$ cat config.mk
export PLATFORM = sky130hd
export DESIGN_NAME = framed_packet_receiver_crc16
export DESIGN_NICKNAME = d
export VERILOG_FILES = /design/src/rtl/fpr_pkg.sv /design/src/rtl/framed_packet_receiver_crc16.sv /design/src/rtl/fpr_cmd_fifo.sv /design/src/rtl/fpr_front.sv /design/src/rtl/fpr_back.sv
export SDC_FILE = /design/constraint.sdc
export NUM_CORES = 1
export LEC_CHECK = 0
export ABC_AREA = 0
export BUFFER_PORTS_ARGS = -buffer_cell sky130_fd_sc_hd__buf_4
export CAP_MARGIN = 20
export CORE_MARGIN = 1.5
export CORE_UTILIZATION = 40
export DETAILED_ROUTE_END_ITERATION = 10
export PLACE_DENSITY = 0.68
export RECOVER_POWER = 25
export SKIP_CTS_REPAIR_TIMING = 1
export SLEW_MARGIN = 0
export SYNTH_ARGS = -nofsm -noshare
export SYNTH_HDL_FRONTEND = slang
export SYNTH_SLANG_ARGS = --single-unit
$ cat constraint.sdc
create_clock -name clk_i -period 3.4 [get_ports clk_i]
set_input_delay 0.51 -clock clk_i [delete_from_list [all_inputs] [get_ports clk_i]]
set_output_delay 0.51 -clock clk_i [all_outputs]
set_load 0.02 [all_outputs]
$ cat src/rtl/fpr_pkg.sv
// ----------------------------------------------------------------------------
// Framed packet receiver package
// Shared constants, codes, transaction types and the CRC16 byte update.
// ----------------------------------------------------------------------------
package fpr_pkg;

  localparam int MaxPayloadDefault = 32;
  localparam int RouteCountDefault = 2;

  // Largest payload any configuration may use, and the widths that follow.
  localparam int MaxPayloadLimit = 64;
  localparam int LenW            = $clog2(MaxPayloadLimit + 1);
  localparam int AddrW           = $clog2(MaxPayloadLimit);

  localparam int CmdDepth = 2;

  localparam logic [15:0] CrcInit = 16'hFFFF;
  localparam logic [15:0] CrcPoly = 16'h1021;
  localparam logic [15:0] CrcMsb  = 16'h8000;

  typedef enum logic [2:0] {
    ST_PAYLOAD     = 3'd0,
    ST_BAD_VERSION = 3'd1,
    ST_BAD_LENGTH  = 3'd2,
    ST_CRC_ERROR   = 3'd3,
    ST_UNKNOWN_ID  = 3'd4,
    ST_ROUTE_LEN   = 3'd5
  } status_e;

  typedef enum logic [2:0] {
    CFG_MAGIC_FIRST    = 3'd0,
    CFG_MAGIC_SECOND   = 3'd1,
    CFG_VERSION        = 3'd2,
    CFG_ROUTE0_ID      = 3'd3,
    CFG_ROUTE0_LENGTH  = 3'd4,
    CFG_ROUTE1_ID      = 3'd5,
    CFG_ROUTE1_LENGTH  = 3'd6
  } cfg_index_e;

  // One decision of the parser: either a single error result or a payload run.
  typedef struct packed {
    logic            is_run;
    status_e         status;
    logic [7:0]      id;
    logic            route;
    logic [LenW-1:0] len;
  } cmd_t;

  // Payload buffer write port.
  typedef struct packed {
    logic             en;
    logic [AddrW-1:0] addr;
    logic [7:0]       data;
  } wr_t;

  function automatic logic [15:0] crc_add(input logic [15:0] crc, input logic [7:0] b);
    logic [15:0] c;
    c = crc ^ {b, 8'h00};
    for (int k = 0; k < 8; k++) begin
      if ((c & CrcMsb) != 16'h0000) begin
        c = (c << 1) ^ CrcPoly;
      end else begin
        c = c << 1;
      end
    end
    return c;
  endfunction

endpackage

$ cat src/rtl/framed_packet_receiver_crc16.sv
// ----------------------------------------------------------------------------
// Framed packet receiver with CRC16 check
// Byte-serial frame parser with route matching and a queued result port.
// ----------------------------------------------------------------------------
// The receiver takes one byte per clock while it parses sync, header and
// payload, as long as the two-entry command queue between parser and result
// sequencer has room; when results are not taken and that queue fills, every
// input byte waits. A frame that fails a check gives one error result, queued
// behind at most two pending decisions. A good frame of N payload bytes is
// replayed from the internal payload buffer as N results; each byte is a
// registered buffer read followed by a load of the output register, and the
// next read starts only after that load. While that replay runs, header bytes
// of the next frame are still taken; its first payload byte waits until the
// replay has issued its last result. The configuration port never stalls.
module framed_packet_receiver_crc16 import fpr_pkg::*; #(
  parameter int MAX_PAYLOAD = MaxPayloadDefault,
  parameter int ROUTE_COUNT = RouteCountDefault
) (
  input  logic       clk_i,
  input  logic       rst_ni,
  input  logic       cfg_valid_i,
  output logic       cfg_ready_o,
  input  logic [2:0] cfg_index_i,
  input  logic [7:0] cfg_data_i,
  input  logic       push,
  output logic       full,
  input  logic [7:0] rx_byte_i,
  output logic       empty,
  input  logic       pop,
  output logic [2:0] status_o,
  output logic [7:0] message_id_o,
  output logic       route_index_o,
  output logic [4:0] byte_index_o,
  output logic [7:0] payload_byte_o,
  output logic       last_o
);

  cmd_t cmd_in, cmd_out;
  wr_t  wr;
  logic cmd_push, cmd_pop, cmd_full, cmd_empty;
  logic run_done;

  assign cfg_ready_o = 1'b1;

  fpr_front #(
    .MAX_PAYLOAD (MAX_PAYLOAD),
    .ROUTE_COUNT (ROUTE_COUNT)
  ) u_front (
    .clk_i       (clk_i),
    .rst_ni      (rst_ni),
    .cfg_valid_i (cfg_valid_i),
    .cfg_index_i (cfg_index_i),
    .cfg_data_i  (cfg_data_i),
    .push_i      (push),
    .rx_byte_i   (rx_byte_i),
    .full_o      (full),
    .cmd_full_i  (cmd_full),
    .cmd_push_o  (cmd_push),
    .cmd_o       (cmd_in),
    .wr_o        (wr),
    .run_done_i  (run_done)
  );

  fpr_cmd_fifo u_cmd_fifo (
    .clk_i   (clk_i),
    .rst_ni  (rst_ni),
    .push_i  (cmd_push),
    .data_i  (cmd_in),
    .pop_i   (cmd_pop),
    .data_o  (cmd_out),
    .full_o  (cmd_full),
    .empty_o (cmd_empty)
  );

  fpr_back #(
    .MAX_PAYLOAD (MAX_PAYLOAD)
  ) u_back (
    .clk_i          (clk_i),
    .rst_ni         (rst_ni),
    .cmd_empty_i    (cmd_empty),
    .cmd_i          (cmd_out),
    .cmd_pop_o      (cmd_pop),
    .wr_i           (wr),
    .run_done_o     (run_done),
    .pop_i          (pop),
    .empty_o        (empty),
    .status_o       (status_o),
    .message_id_o   (message_id_o),
    .route_index_o  (route_index_o),
    .byte_index_o   (byte_index_o),
    .payload_byte_o (payload_byte_o),
    .last_o         (last_o)
  );

endmodule

$ cat src/rtl/fpr_cmd_fifo.sv
// ----------------------------------------------------------------------------
// Command queue
// Short queue that decouples the byte parser from the result sequencer.
// ----------------------------------------------------------------------------
module fpr_cmd_fifo import fpr_pkg::*; (
  input  logic clk_i,
  input  logic rst_ni,
  input  logic push_i,
  input  cmd_t data_i,
  input  logic pop_i,
  output cmd_t data_o,
  output logic full_o,
  output logic empty_o
);

  localparam int PtrW = (CmdDepth > 1) ? $clog2(CmdDepth) : 1;

  cmd_t            entry_q [CmdDepth];
  logic [PtrW-1:0] wr_ptr_q, wr_ptr_d;
  logic [PtrW-1:0] rd_ptr_q, rd_ptr_d;
  logic [PtrW:0]   count_q, count_d;

  assign full_o  = (count_q == (PtrW + 1)'(CmdDepth));
  assign empty_o = (count_q == '0);
  assign data_o  = entry_q[rd_ptr_q];

  always_comb begin
    wr_ptr_d = wr_ptr_q;
    rd_ptr_d = rd_ptr_q;
    count_d  = count_q;
    if (push_i) begin
      wr_ptr_d = (wr_ptr_q == PtrW'(CmdDepth - 1)) ? '0 : wr_ptr_q + 1'b1;
    end
    if (pop_i) begin
      rd_ptr_d = (rd_ptr_q == PtrW'(CmdDepth - 1)) ? '0 : rd_ptr_q + 1'b1;
    end
    if (push_i && !pop_i) begin
      count_d = count_q + 1'b1;
    end else if (pop_i && !push_i) begin
      count_d = count_q - 1'b1;
    end
  end

  always_ff @(posedge clk_i or negedge rst_ni) begin
    if (!rst_ni) begin
      wr_ptr_q <= '0;
      rd_ptr_q <= '0;
      count_q  <= '0;
    end else begin
      wr_ptr_q <= wr_ptr_d;
      rd_ptr_q <= rd_ptr_d;
      count_q  <= count_d;
    end
  end

  always_ff @(posedge clk_i) begin
    if (push_i) begin
      entry_q[wr_ptr_q] <= data_i;
    end
  end

endmodule

$ cat src/rtl/fpr_front.sv
// ----------------------------------------------------------------------------
// Frame parser
// Holds the configuration, hunts for sync, checks header and CRC, writes the
// payload into the buffer and queues one command per frame outcome.
// ----------------------------------------------------------------------------
module fpr_front import fpr_pkg::*; #(
  parameter int MAX_PAYLOAD = MaxPayloadDefault,
  parameter int ROUTE_COUNT = RouteCountDefault
) (
  input  logic       clk_i,
  input  logic       rst_ni,
  input  logic       cfg_valid_i,
  input  logic [2:0] cfg_index_i,
  input  logic [7:0] cfg_data_i,
  input  logic       push_i,
  input  logic [7:0] rx_byte_i,
  output logic       full_o,
  input  logic       cmd_full_i,
  output logic       cmd_push_o,
  output cmd_t       cmd_o,
  output wr_t        wr_o,
  input  logic       run_done_i
);

  typedef enum logic [7:0] {
    PH_MAGIC0  = 8'b0000_0001,
    PH_MAGIC1  = 8'b0000_0010,
    PH_VERSION = 8'b0000_0100,
    PH_ID      = 8'b0000_1000,
    PH_LENGTH  = 8'b0001_0000,
    PH_PAYLOAD = 8'b0010_0000,
    PH_CRC0    = 8'b0100_0000,
    PH_CRC1    = 8'b1000_0000
  } phase_e;

  localparam logic [8:0] MaxLen = 9'(MAX_PAYLOAD);

  logic [7:0] magic_first_q, magic_second_q, version_q;
  logic [7:0] route0_id_q, route1_id_q;
  logic [5:0] route0_len_q, route1_len_q;

  phase_e          phase_q, phase_d;
  logic [7:0]      id_q, id_d;
  logic [LenW-1:0] len_q, len_d;
  logic [LenW-1:0] count_q, count_d;
  logic [7:0]      crc_low_q, crc_low_d;
  logic [15:0]     crc_q, crc_d;
  logic            run_busy_q, run_busy_d;

  logic        accept;
  logic        hit0, hit1;
  logic [15:0] crc_next;

  // A new payload may not overwrite the buffer while the previous run drains.
  assign full_o   = cmd_full_i || ((phase_q == PH_PAYLOAD) && run_busy_q);
  assign accept   = push_i && !full_o;
  assign crc_next = crc_add(crc_q, rx_byte_i);
  assign hit0     = (id_q == route0_id_q);
  assign hit1     = (ROUTE_COUNT >= 2) && (id_q == route1_id_q);

  always_comb begin
    phase_d    = phase_q;
    id_d       = id_q;
    len_d      = len_q;
    count_d    = count_q;
    crc_low_d  = crc_low_q;
    crc_d      = crc_q;
    run_busy_d = run_busy_q;
    cmd_push_o = 1'b0;
    cmd_o      = '{is_run: 1'b0, status: ST_PAYLOAD, id: id_q, route: 1'b0, len: len_q};
    wr_o       = '{en: 1'b0, addr: count_q[AddrW-1:0], data: rx_byte_i};

    if (run_done_i) begin
      run_busy_d = 1'b0;
    end

    if (accept) begin
      case (phase_q)
        PH_MAGIC0: begin
          if (rx_byte_i == magic_first_q) begin
            phase_d = PH_MAGIC1;
          end
        end
        PH_MAGIC1: begin
          phase_d = (rx_byte_i == magic_second_q) ? PH_VERSION : PH_MAGIC0;
        end
        PH_VERSION: begin
          if (rx_byte_i != version_q) begin
            cmd_push_o   = 1'b1;
            cmd_o.status = ST_BAD_VERSION;
            cmd_o.id     = 8'h00;
            phase_d      = PH_MAGIC0;
          end else begin
            crc_d   = crc_add(CrcInit, rx_byte_i);
            phase_d = PH_ID;
          end
        end
        PH_ID: begin
          id_d    = rx_byte_i;
          crc_d   = crc_next;
          phase_d = PH_LENGTH;
        end
        PH_LENGTH: begin
          if ((rx_byte_i == 8'h00) || ({1'b0, rx_byte_i} > MaxLen)) begin
            cmd_push_o   = 1'b1;
            cmd_o.status = ST_BAD_LENGTH;
            phase_d      = PH_MAGIC0;
          end else begin
            len_d   = LenW'(rx_byte_i);
            count_d = '0;
            crc_d   = crc_next;
            phase_d = PH_PAYLOAD;
          end
        end
        PH_PAYLOAD: begin
          wr_o.en = 1'b1;
          count_d = count_q + 1'b1;
          crc_d   = crc_next;
          if (count_d == len_q) begin
            phase_d = PH_CRC0;
          end
        end
        PH_CRC0: begin
          crc_low_d = rx_byte_i;
          phase_d   = PH_CRC1;
        end
        PH_CRC1: begin
          cmd_push_o = 1'b1;
          phase_d    = PH_MAGIC0;
          if ({rx_byte_i, crc_low_q} != crc_q) begin
            cmd_o.status = ST_CRC_ERROR;
          end else if (hit0) begin
            if (LenW'(route0_len_q) != len_q) begin
              cmd_o.status = ST_ROUTE_LEN;
            end else begin
              cmd_o.is_run = 1'b1;
              run_busy_d   = 1'b1;
            end
          end else if (hit1) begin
            cmd_o.route = 1'b1;
            if (LenW'(route1_len_q) != len_q) begin
              cmd_o.status = ST_ROUTE_LEN;
            end else begin
              cmd_o.is_run = 1'b1;
              run_busy_d   = 1'b1;
            end
          end else begin
            cmd_o.status = ST_UNKNOWN_ID;
          end
        end
        default: begin
          phase_d = PH_MAGIC0;
        end
      endcase
    end
  end

  always_ff @(posedge clk_i or negedge rst_ni) begin
    if (!rst_ni) begin
      phase_q    <= PH_MAGIC0;
      id_q       <= '0;
      len_q      <= '0;
      count_q    <= '0;
      crc_low_q  <= '0;
      crc_q      <= CrcInit;
      run_busy_q <= 1'b0;
    end else begin
      phase_q    <= phase_d;
      id_q       <= id_d;
      len_q      <= len_d;
      count_q    <= count_d;
      crc_low_q  <= crc_low_d;
      crc_q      <= crc_d;
      run_busy_q <= run_busy_d;
    end
  end

  always_ff @(posedge clk_i or negedge rst_ni) begin
    if (!rst_ni) begin
      magic_first_q  <= 8'hAA;
      magic_second_q <= 8'h55;
      version_q      <= 8'h01;
      route0_id_q    <= 8'h01;
      route0_len_q   <= 6'd8;
      route1_id_q    <= 8'h02;
      route1_len_q   <= 6'd8;
    end else if (cfg_valid_i) begin
      case (cfg_index_i)
        CFG_MAGIC_FIRST:   magic_first_q  <= cfg_data_i;
        CFG_MAGIC_SECOND:  magic_second_q <= cfg_data_i;
        CFG_VERSION:       version_q      <= cfg_data_i;
        CFG_ROUTE0_ID:     route0_id_q    <= cfg_data_i;
        CFG_ROUTE0_LENGTH: route0_len_q   <= cfg_data_i[5:0];
        CFG_ROUTE1_ID:     route1_id_q    <= cfg_data_i;
        CFG_ROUTE1_LENGTH: route1_len_q   <= cfg_data_i[5:0];
        default: ;
      endcase
    end
  end

endmodule

$ cat src/rtl/fpr_back.sv
// ----------------------------------------------------------------------------
// Result sequencer
// Owns the payload buffer, turns queued commands into results and holds the
// oldest result in an output register until it is taken.
// ----------------------------------------------------------------------------
module fpr_back import fpr_pkg::*; #(
  parameter int MAX_PAYLOAD = MaxPayloadDefault
) (
  input  logic       clk_i,
  input  logic       rst_ni,
  input  logic       cmd_empty_i,
  input  cmd_t       cmd_i,
  output logic       cmd_pop_o,
  input  wr_t        wr_i,
  output logic       run_done_o,
  input  logic       pop_i,
  output logic       empty_o,
  output logic [2:0] status_o,
  output logic [7:0] message_id_o,
  output logic       route_index_o,
  output logic [4:0] byte_index_o,
  output logic [7:0] payload_byte_o,
  output logic       last_o
);

  localparam int IdxW = (MAX_PAYLOAD > 1) ? $clog2(MAX_PAYLOAD) : 1;

  typedef enum logic [2:0] {
    S_IDLE = 3'b001,
    S_READ = 3'b010,
    S_OUT  = 3'b100
  } seq_e;

  logic [7:0] mem_q [MAX_PAYLOAD];
  logic [7:0] rd_data_q;

  seq_e            state_q, state_d;
  logic [7:0]      id_q, id_d;
  logic            route_q, route_d;
  logic [LenW-1:0] len_q, len_d;
  logic [LenW-1:0] idx_q, idx_d;
  logic [LenW-1:0] idx_inc;

  logic       out_valid_q, out_valid_d;
  status_e    out_status_q, out_status_d;
  logic [7:0] out_id_q, out_id_d;
  logic       out_route_q, out_route_d;
  logic [4:0] out_index_q, out_index_d;
  logic [7:0] out_byte_q, out_byte_d;
  logic       out_last_q, out_last_d;
  logic       out_free, out_load;

  assign out_free = !out_valid_q || pop_i;
  assign idx_inc  = idx_q + 1'b1;

  always_ff @(posedge clk_i) begin
    if (wr_i.en) begin
      mem_q[wr_i.addr[IdxW-1:0]] <= wr_i.data;
    end
    rd_data_q <= mem_q[idx_q[IdxW-1:0]];
  end

  always_comb begin
    state_d      = state_q;
    id_d         = id_q;
    route_d      = route_q;
    len_d        = len_q;
    idx_d        = idx_q;
    cmd_pop_o    = 1'b0;
    run_done_o   = 1'b0;
    out_load     = 1'b0;
    out_status_d = out_status_q;
    out_id_d     = out_id_q;
    out_route_d  = out_route_q;
    out_index_d  = out_index_q;
    out_byte_d   = out_byte_q;
    out_last_d   = out_last_q;

    case (state_q)
      S_IDLE: begin
        if (!cmd_empty_i && out_free) begin
          cmd_pop_o = 1'b1;
          if (cmd_i.is_run) begin
            id_d    = cmd_i.id;
            route_d = cmd_i.route;
            len_d   = cmd_i.len;
            idx_d   = '0;
            state_d = S_READ;
          end else begin
            out_load     = 1'b1;
            out_status_d = cmd_i.status;
            out_id_d     = cmd_i.id;
            out_route_d  = cmd_i.route;
            out_index_d  = '0;
            out_byte_d   = '0;
            out_last_d   = 1'b1;
          end
        end
      end
      S_READ: begin
        // The buffer read issued from idx_q lands in rd_data_q this cycle.
        state_d = S_OUT;
      end
      S_OUT: begin
        if (out_free) begin
          out_load     = 1'b1;
          out_status_d = ST_PAYLOAD;
          out_id_d     = id_q;
          out_route_d  = route_q;
          out_index_d  = idx_q[4:0];
          out_byte_d   = rd_data_q;
          out_last_d   = (idx_inc == len_q);
          if (idx_inc == len_q) begin
            run_done_o = 1'b1;
            state_d    = S_IDLE;
          end else begin
            idx_d   = idx_inc;
            state_d = S_READ;
          end
        end
      end
      default: begin
        state_d = S_IDLE;
      end
    endcase

    if (out_load) begin
      out_valid_d = 1'b1;
    end else if (pop_i) begin
      out_valid_d = 1'b0;
    end else begin
      out_valid_d = out_valid_q;
    end
  end

  always_ff @(posedge clk_i or negedge rst_ni) begin
    if (!rst_ni) begin
      state_q     <= S_IDLE;
      idx_q       <= '0;
      out_valid_q <= 1'b0;
    end else begin
      state_q     <= state_d;
      idx_q       <= idx_d;
      out_valid_q <= out_valid_d;
    end
  end

  always_ff @(posedge clk_i) begin
    id_q         <= id_d;
    route_q      <= route_d;
    len_q        <= len_d;
    out_status_q <= out_status_d;
    out_id_q     <= out_id_d;
    out_route_q  <= out_route_d;
    out_index_q  <= out_index_d;
    out_byte_q   <= out_byte_d;
    out_last_q   <= out_last_d;
  end

  assign empty_o        = !out_valid_q;
  assign status_o       = out_status_q;
  assign message_id_o   = out_id_q;
  assign route_index_o  = out_route_q;
  assign byte_index_o   = out_index_q;
  assign payload_byte_o = out_byte_q;
  assign last_o         = out_last_q;

endmodule

After elaboration in Yosys (flattened, before gate mapping)
Memory sizes are Yosys's and may differ from the RTL's. A register that Yosys moved wholly into a read port is not among the register bits.
Index checks and enable logic that the tools add are counted.
- add/sub/neg operators: 6
- magnitude comparators: 1
- equal/unequal tests: 37
- multiplexer cells: 134
- bitwise operators: 19
- reduce and logical (&&, ||, !) cells: 39
- operators by type and width (kind ; number):
    $mux W16 ; 23
    $mux W13 ; 17
    $mux W8 ; 9
    $pmux W8 S7 ; 1
    $not A3 Y3 ; 16
    $pmux W16 S3 ; 1
    $mux W1 ; 44
    $mux W7 ; 5
    $mux W3 ; 11
    $eq A8 B8 Y1 ; 4
    $pmux W8 S2 ; 2
    $pmux W7 S2 ; 2
    $pmux W3 S3 ; 2
    $reduce_and A2 Y1 ; 9
    $ne A16 B16 Y1 ; 1
    $not A16 Y16 ; 1
    $xor A16 B16 Y16 ; 1
    $mux W5 ; 3
    $reduce_and A3 Y1 ; 5
    $add A7 B1 Y7 const B ; 2
    $eq A7 B7 Y1 ; 2
    $ne A6 B7 Y1 ; 2
    $eq A3 B3 Y1 const B ; 4
    $ne A2 B2 Y1 const B ; 6
    other kinds (37) ; 63
- flip-flop bits (word level): 164
- bits in writable memories: 296
- output and inout port bits: 29
- logic and storage cells: 267
- memories kept: 2
- memory list (memory ; words ; width ; read ports ; clocked after Yosys merged registers in ; wr ports ; RTL line ; text):
    u_back.mem_q ; 32 ; 8 ; 1 ; 1 ; 1 ; fpr_back.sv:34 ; logic [7:0] mem_q [MAX_PAYLOAD];
    u_cmd_fifo.entry_q ; 2 ; 20 ; 1 ; 0 ; 1 ; fpr_cmd_fifo.sv:18 ; cmd_t entry_q [CmdDepth];

Logic depth before layout (Yosys ltp)
Gate-level depths: netlist of run 1.
- word-level depth: 40
- mapped depth: 10
- depth with buffers taken out: 9

Modules after synthesis
Synthesis of run 1 repeated with hierarchy kept, for this count alone.
- cell total of the unflattened synthesis: 1234
- area, all modules: 20256.9 um^2
- modules (own cells, without submodules) (module ; instances ; cells each ; area each (um^2)):
    fpr_back ; 1 ; 594 ; 12389.4
    fpr_front ; 1 ; 560 ; 6148.4
    fpr_cmd_fifo ; 1 ; 78 ; 1707.9
    framed_packet_receiver_crc16 ; 1 ; 2 ; 11.3

Worst setup path after synthesis of run 1
OpenSTA, ideal clock, no wires.
- path kind: input to register
- start: input rx_byte_i[2]
- end: memory u_cmd_fifo.entry_q[0][0] (netlist bit), enable pin
- library setup time: 0.399 ns
- arrival: 3.018 ns
- data required time: 3.001 ns
- setup slack: -0.017 ns
- stages on the path: 7
- buffers on the path: 1
- cells stage by stage: buf_4 or4_4 o21ai_0 nand3b_2 and2_1 a21oi_1 nor2b_1
- word-level cells in the longest chain between the ends: 7
- RTL lines (item ; RTL line ; text):
    start: declaration ; framed_packet_receiver_crc16.sv:27 ; input logic [7:0] rx_byte_i,
    $gt A8 B6 Y1 or $logic_not A8 Y1 (tied branches) ; fpr_front.sv:104 ; if ((rx_byte_i == 8'h00) || ({1'b0, rx_byte_i} > MaxLen)) begin
    $logic_or A1 B1 Y1 ; fpr_front.sv:104 ;
    $mux W1 ; fpr_front.sv:104 ;
    $pmux W1 S3 (*) ; fpr_front.sv:78 ; case (phase_q)
    $mux W1 (*) ; fpr_front.sv:77 ; if (accept) begin
    via cmd_push ; framed_packet_receiver_crc16.sv:40 ; logic cmd_push, cmd_pop, cmd_full, cmd_empty;
    $mux W1 (*) ; fpr_cmd_fifo.sv:57 ; if (push_i) begin
    $mux W1 (not written as such) (*) ; fpr_cmd_fifo.sv:58 ; entry_q[wr_ptr_q] <= data_i;
    end: declaration ; fpr_cmd_fifo.sv:18 ;
The timed path passes the listed nets; every way through them passes the cells marked *.

Worst setup path after layout of run 1
- start: input rx_byte_i[7]
- end: memory u_cmd_fifo.entry_q[1][12] (netlist bit), enable pin
The elaborated chain is that of the path after synthesis.

==> impl_metrics.py, run 1 <==
metrics = {
    "logic_synthesis": {
        "synth_mux_area_frac": 0.152,
        "synth_adder_area_share": 0.00378,
        "synth_compound_area_frac": 0.0268,
        "synth_cells": 1223,
        "netlist-cell-type-count": 62,
        "synth_top_family_by_area": "multiplexers",
        "ys_async_sr_fraction": 0.261,
        "syn_area_um2": 19900,
        "synth_edf_count": 338,
        "synthFlopType": "edfxtp_1",
        "ys_seq_area_frac": 0.674,
        "synth-warning-count": 0,
        "synth-seq-cells": 468,
        "synth_area_per_cell_um2": 16.3,
        "yosys.area_share.xor_xnor": 0.0568,
        "yosys.area_share.simple": 0.0720,
        "synth_nets": 1253,
    },
    "detailed_routing": {
        "first_iter_violations": 794,
        "vias": 10600,
        "drcViolationCount": 0,
        "drt-total-wl_mm": 42.5,
        "wl_per_cell_um": 20.8,
        "dr.pass1.iters": 5,
        "vias_per_cell": 5.20,
        "drtAntennaViolNets": 0,
    },
    "clocking": {
        "cts_made_buffers": 49,
        "cts_root_buffer": "clkbuf_16",
        "htreeDepth": 2,
        "clkLatencyLatePin_ns": 0.58,
        "cts.sinks": 468,
        "cts_tree": "done",
        "clk_pin_slew_ns": 0.06,
        "cts_buffer_depth": 3,
    },
    "die": {
        "ioPinCount": 53,
        "dieArea_um2": 51000,
        "num_rows": 81,
        "core_area_um2": 49000,
        "fp.dieH_um": 226,
        "die_w_um": 226,
        "start_util": 0.406,
    },
    "layout": {
        "layout-drive-gt1-share": 0.294,
        "largest_reg_flops": 256,
        "syn_to_final_growth_pct": 15.8,
        "fill_cells": 4139,
        "layout.nets": 1365,
        "diodes": 0,
        "final_common_cell": "edfxtp_1",
        "final_cell_mix": "edfxtp_1, mux2_2, nor2_1",
    },
    "placement": {
        "gp_congestion": 0.833,
        "dp_slack_ns": 0.404,
        "dpl.hpwl_mm": 27.9,
        "portBuffers": 51,
    },
    "pwr": {
        "switchingPower_mw": 4.10,
        "peakVddDrop_mv": 0.397,
        "power_frac_comb": 0.175,
        "power.leakage_nw": 8.09,
        "swShare": 0.264,
        "p_int_mw": 11.4,
        "power_frac_seq": 0.469,
        "clkPwrFrac": 0.356,
        "powerDensity_nw_per_um2": 674,
    },
    "critical_path": {
        "startpoint": "rx_byte_i[7]",
        "critical_path_class": "input port to flip-flop",
        "r2r_cells": 8,
        "cp_num_buf_inv": 3,
        "startpoint_type": "input port",
        "crit_family": "buffers and inverters",
        "cp_max_fo": 20,
        "arrival_ns": 3.14,
        "endpoint_kind": "flip-flop",
        "cp_data_required_time_ns": 3.66,
        "r2r_setup_slack_ns": 0.58,
        "cpPeakStageDelay_ns": 0.67,
        "r2r-end": "u_cmd_fifo.entry_q[1][12]$_DFFE_PP_",
        "slowest_stage": "clkbuf_1",
        "worstReg2RegStart": "u_front.phase_q[1]$_DFFE_PN0P_",
        "crit_chain": "clkbuf_1 -> clkbuf_1 -> nor3_1 -> o21ai_0 -> nand3b_2 -> and2_1 -> a21oi_1 -> and2_1 -> buf_4",
    },
    "timing": {
        "timing.final.crit_period_ns": 2.89,
        "drv_slew": 135,
        "setup_violations": 0,
        "setup_tns_ns": 0,
        "fin_skew_ns": 0.0177,
        "worstMarginPinSlew_ns": 1.82,
        "rsz0062_at_grt": "no",
        "setup_ws_ns": 0.513,
        "period_share": 0.849,
        "slew_headroom": -0.211,
        "hold_viol_final": 0,
        "max_clock_freq_ghz": 0.346,
    },
    "min_path": {
        "hold_depth": 2,
        "hold_path_end": "u_front.route1_id_q[6]$_DFFE_PN0P_",
        "min_from": "cfg_data_i[6]",
        "hold_class": "input port to flip-flop",
    },
    "global_route": {
        "grt.total_usage": 0.171,
        "grt_max_degree": 67,
        "grt_remaining_overflow": 0,
        "grt_pass1_wl_mm": 65.7,
        "grt_pass1_vias": 10900,
        "antenna_found_initial": 0,
    },
    "job": {
        "drv_cap": 3,
    },
    "status": {
        "violations": "capacitance limit, slew limit",
        "outcome": "finished with violations",
    },
}
==> through the flow <==
step	cell area, um2	instances	total power, mW	hold slack (ns)	util
detailed placement	21400	1948	10.1	0.496	0.437
floorplan	19900	1223	9.24	0.214	-
global placement	21400	1948	10.1	0.489	0.437
finish	23000	2040	15.5	0.235	0.470
CTS	23100	2040	15.7	0.0678	0.471
global route	23000	2040	16.2	0.228	0.470
==> logic make-up after synthesis <==
kind of cell | count (synthesis)
buffers and inverters | 66
AO/OA/AOI/OAI | 79
multiplexers | 189
XOR/XNOR | 129
flip-flops | 468
AND/OR/NAND/NOR | 285
adder cells (fa/ha/maj) | 6
other | 1
==> layout make-up <==
type / count / area, um2 / share of cell area
Sequential cell: 468 / 13400 / 0.582
Timing Repair Buffer: 115 / 850 / 0.0369
Multi-Input combinational cell: 689 / 6200 / 0.269
Inverter: 12 / 45.0 / 0.00196
Tap cell: 664 / 831 / 0.0361
Clock inverter: 27 / 350 / 0.0152
Clock buffer: 65 / 1340 / 0.0581
==> power groups by stage <==
stage / combinational, mW / clock (mW) / sequential, mW
2_1_floorplan: 1.95 / 0 / 7.29
3_3_place_gp: 2.69 / 0 / 7.36
3_5_place_dp: 2.75 / 0 / 7.38
4_1_cts: 2.76 / 5.63 / 7.27
5_1_grt: 2.98 / 5.87 / 7.34
6_report: 2.71 / 5.52 / 7.27
==> worst max-delay path by stage <==
stage	cells past startpoint	slack, ns	end
2_1_floorplan	7	0.34	u_cmd_fifo.entry_q[0][0]$_DFFE_PP_
3_3_place_gp	8	0.43	u_cmd_fifo.entry_q[1][11]$_DFFE_PP_
4_1_cts	8	0.59	u_cmd_fifo.entry_q[1][12]$_DFFE_PP_
6_report	9	0.51	u_cmd_fifo.entry_q[1][12]$_DFFE_PP_
5_1_grt	9	0.37	u_cmd_fifo.entry_q[1][12]$_DFFE_PP_
3_5_place_dp	8	0.40	u_cmd_fifo.entry_q[1][9]$_DFFE_PP_
==> layer usage <==
layer	routed length, um	up-vias	part of all wire	global-route usage
met3	1610	74	0.038	0.0251
met2	21100	228	0.50	0.289
met5	0	-	0	0
met1	18500	5439	0.44	0.226
li1	-	4862	-	-
met4	1230	0	0.029	0.0608
==> cell usage after synthesis, types with 7 or more instances <==
library cell	number	area [um2]
a21oi_1	9	45.0
and2_1	10	62.6
and3_1	14	87.6
buf_1	8	30.0
buf_2	7	35.0
clkbuf_1	34	128
dfrtp_1	91	2280
dfstp_2	31	815
dfxtp_1	8	160
edfxtp_1	338	10100
inv_1	12	45.0
mux2_2	102	1150
mux2i_1	7	70.1
mux4_2	80	1800
nand2_1	51	191
nand3_1	14	70.1
nand4_1	10	62.6
nor2_1	101	379
nor2b_1	19	119
nor3_1	15	75.1
nor3b_1	7	52.6
nor4_1	14	87.6
o21ai_0	34	170
or3_1	7	43.8
xnor2_1	59	517
xor2_1	70	613
Note: power is estimated with default switching activity, not from simulation.
==> run 2: changes to the inputs <==
==> constraint.sdc (replaced) <==
create_clock -name clk_i -period 2.4 [get_ports clk_i]
set_input_delay 0.36 -clock clk_i [delete_from_list [all_inputs] [get_ports clk_i]]
set_output_delay 0.36 -clock clk_i [all_outputs]
set_load 0.02 [all_outputs]
==> run 2 against run 1 <==
Compared with the run above:
- the flow finishes with violations (capacitance limit, slew limit, setup timing)
- sequential power rose by 40%
- via count increased by 4.4%
- combinational power up 63%
- clock power grew 44%
- hold slack worse by 0.19 ns
- sequential share of layout area fell by 1.9 points
- clock-buffer cell count fell by 11
- largest power group unchanged
- highest routed layer unchanged
==> impl_metrics.py, run 2 (synthesis results as in run 1) <==
metrics = {
    "placement": {
        "gp_congestion": 0.873,
        "portBuffers": 51,
        "dpl.hpwl_mm": 29.9,
        "dp.cells": 2015,
        "dpl_cell_area_um2": 22100,
        "dp_slack_ns": -0.236,
    },
    "critical_path": {
        "cp_max_fo": 5,
        "critical_path_class": "flip-flop to output port",
        "cp_data_required_time_ns": 2.04,
        "r2r_setup_slack_ns": -0.02,
        "arrival_ns": 2.10,
        "worstReg2RegStart": "u_front.phase_q[6]$_DFFE_PN0P_",
        "cpPeakStageDelay_ns": 0.44,
        "slowest_stage": "dfrtp_1",
        "r2r-end": "u_cmd_fifo.count_q[1]$_DFFE_PN0P_",
        "cp_num_buf_inv": 3,
        "r2r_cells": 11,
        "endpoint_kind": "output port",
        "startpoint_type": "flip-flop",
        "crit_family": "simple AND/OR/NAND/NOR gates",
        "crit_chain": "nor4_4 -> buf_4 -> and2_4 -> buf_6 -> nand2_2 -> nand2_2 -> buf_6",
    },
    "timing": {
        "fin_skew_ns": 0.0294,
        "setup_tns_ns": -0.180,
        "drv_slew": 33,
        "rsz0062_at_grt": "yes",
        "max_clock_freq_ghz": 0.407,
        "timing.final.crit_period_ns": 2.46,
        "period_share": 1.02,
        "setup_violations": 19,
        "slew_headroom": -0.0345,
        "hold_viol_final": 0,
        "worstMarginPinSlew_ns": 1.55,
        "setup_ws_ns": -0.0554,
    },
    "die": {
        "die_w_um": 226,
        "start_util": 0.406,
        "ioPinCount": 53,
        "num_rows": 81,
        "core_area_um2": 49000,
        "dieArea_um2": 51000,
        "fp.dieH_um": 226,
    },
    "global_route": {
        "grt-busiest-layer": "met2",
        "antenna_found_initial": 0,
        "grt_remaining_overflow": 0,
        "grt_pass1_vias": 11300,
        "grt_max_degree": 45,
        "grt_pass1_wl_mm": 68.0,
        "gr-usage-met2": 0.288,
        "grt.total_usage": 0.177,
        "grtUsageMet3": 0.0290,
        "grt_use_met1": 0.247,
    },
    "detailed_routing": {
        "vias_per_cell": 5.24,
        "dr.pass1.iters": 4,
        "drcViolationCount": 0,
        "wl_per_cell_um": 20.7,
        "first_iter_violations": 989,
        "drtAntennaViolNets": 0,
        "vias": 11100,
        "drt-total-wl_mm": 43.8,
    },
    "clocking": {
        "htreeDepth": 2,
        "cts_tree": "done",
        "cts_root_buffer": "clkbuf_16",
        "clkLatencyLatePin_ns": 0.60,
        "cts_buffer_depth": 3,
        "cts_made_buffers": 48,
        "cts.sinks": 468,
        "clk_pin_slew_ns": 0.06,
    },
    "pwr": {
        "peakVddDrop_mv": 0.562,
        "powerDensity_nw_per_um2": 949,
        "power.leakage_nw": 8.50,
    },
    "layout": {
        "diodes": 0,
        "fill_cells": 4096,
        "syn_to_final_growth_pct": 19.8,
        "final_cell_mix": "edfxtp_1, buf_4, mux2_2",
        "final_core_util": 0.486,
        "regArea_um2": 13400,
        "final_cell_area_um2": 23800,
        "final_common_cell": "edfxtp_1",
        "layout.nets": 1440,
        "layout-drive-gt1-share": 0.347,
        "multi_input_area_um2": 6340,
        "largest_reg_flops": 256,
        "fin_cells": 2114,
    },
    "min_path": {
        "hold_path_end": "u_front.magic_first_q[7]$_DFFE_PN1P_",
        "min_from": "cfg_data_i[7]",
        "hold_depth": 2,
        "hold_class": "input port to flip-flop",
    },
    "status": {
        "violations": "capacitance limit, slew limit, setup timing",
        "outcome": "finished with violations",
    },
    "job": {
        "drv_cap": 1,
    },
}
[run 2: cell type report]
class                      count  share of cell area
clock buffer                  54              0.0533
multi-input combinational    689               0.266
timing repair buffer         191              0.0626
inverter                      12             0.00189
sequential                   468               0.563
tap                          664              0.0349
clock inverter                36              0.0179
[run 2: layer usage]
layer  share of wire  vias up  wire length [um]
met3           0.047       63              2060
met1            0.45     5710             19600
met5               0        -                 0
li1                -     5007                 -
met2            0.48      289             21200
met4           0.022        0               975
[run 2: metrics by stage]
| step | hold slack [ns] | power (mW) |
|---|---|---|
| 2_1_floorplan | 0.0644 | 13.1 |
| 3_3_place_gp | 0.359 | 14.6 |
| 3_5_place_dp | 0.363 | 14.7 |
| 4_1_cts | -0.261 | 22.7 |
| 5_1_grt | 0.0363 | 23.6 |
| 6_report | 0.0486 | 22.6 |
[run 2: how the worst max path moves through the flow]
| stage | end | startpoint | cells past startpoint | slack, ns |
|---|---|---|---|---|
| finish | full | u_front.phase_q[6]$_DFFE_PN0P_ | 7 | -0.06 |
| global route | full | u_front.phase_q[6]$_DFFE_PN0P_ | 7 | -0.11 |
| CTS | full | u_front.phase_q[5]$_DFFE_PN0P_ | 7 | -0.17 |
| detailed placement | u_cmd_fifo.entry_q[1][13]$_DFFE_PP_ | rx_byte_i[1] | 7 | -0.24 |
| global placement | u_cmd_fifo.entry_q[1][13]$_DFFE_PP_ | rx_byte_i[1] | 7 | -0.19 |
| floorplan | u_back.mem_q[25][0]$_DFFE_PP_ | u_front.phase_q[4]$_DFFE_PN0P_ | 6 | -0.20 |
[run 2: power breakdown]
part / internal [mW] / switching [mW] / total [mW]
logic: 2.12 / 2.30 / 4.42
registers: 9.64 / 0.589 / 10.2
clock network: 4.71 / 3.23 / 7.94
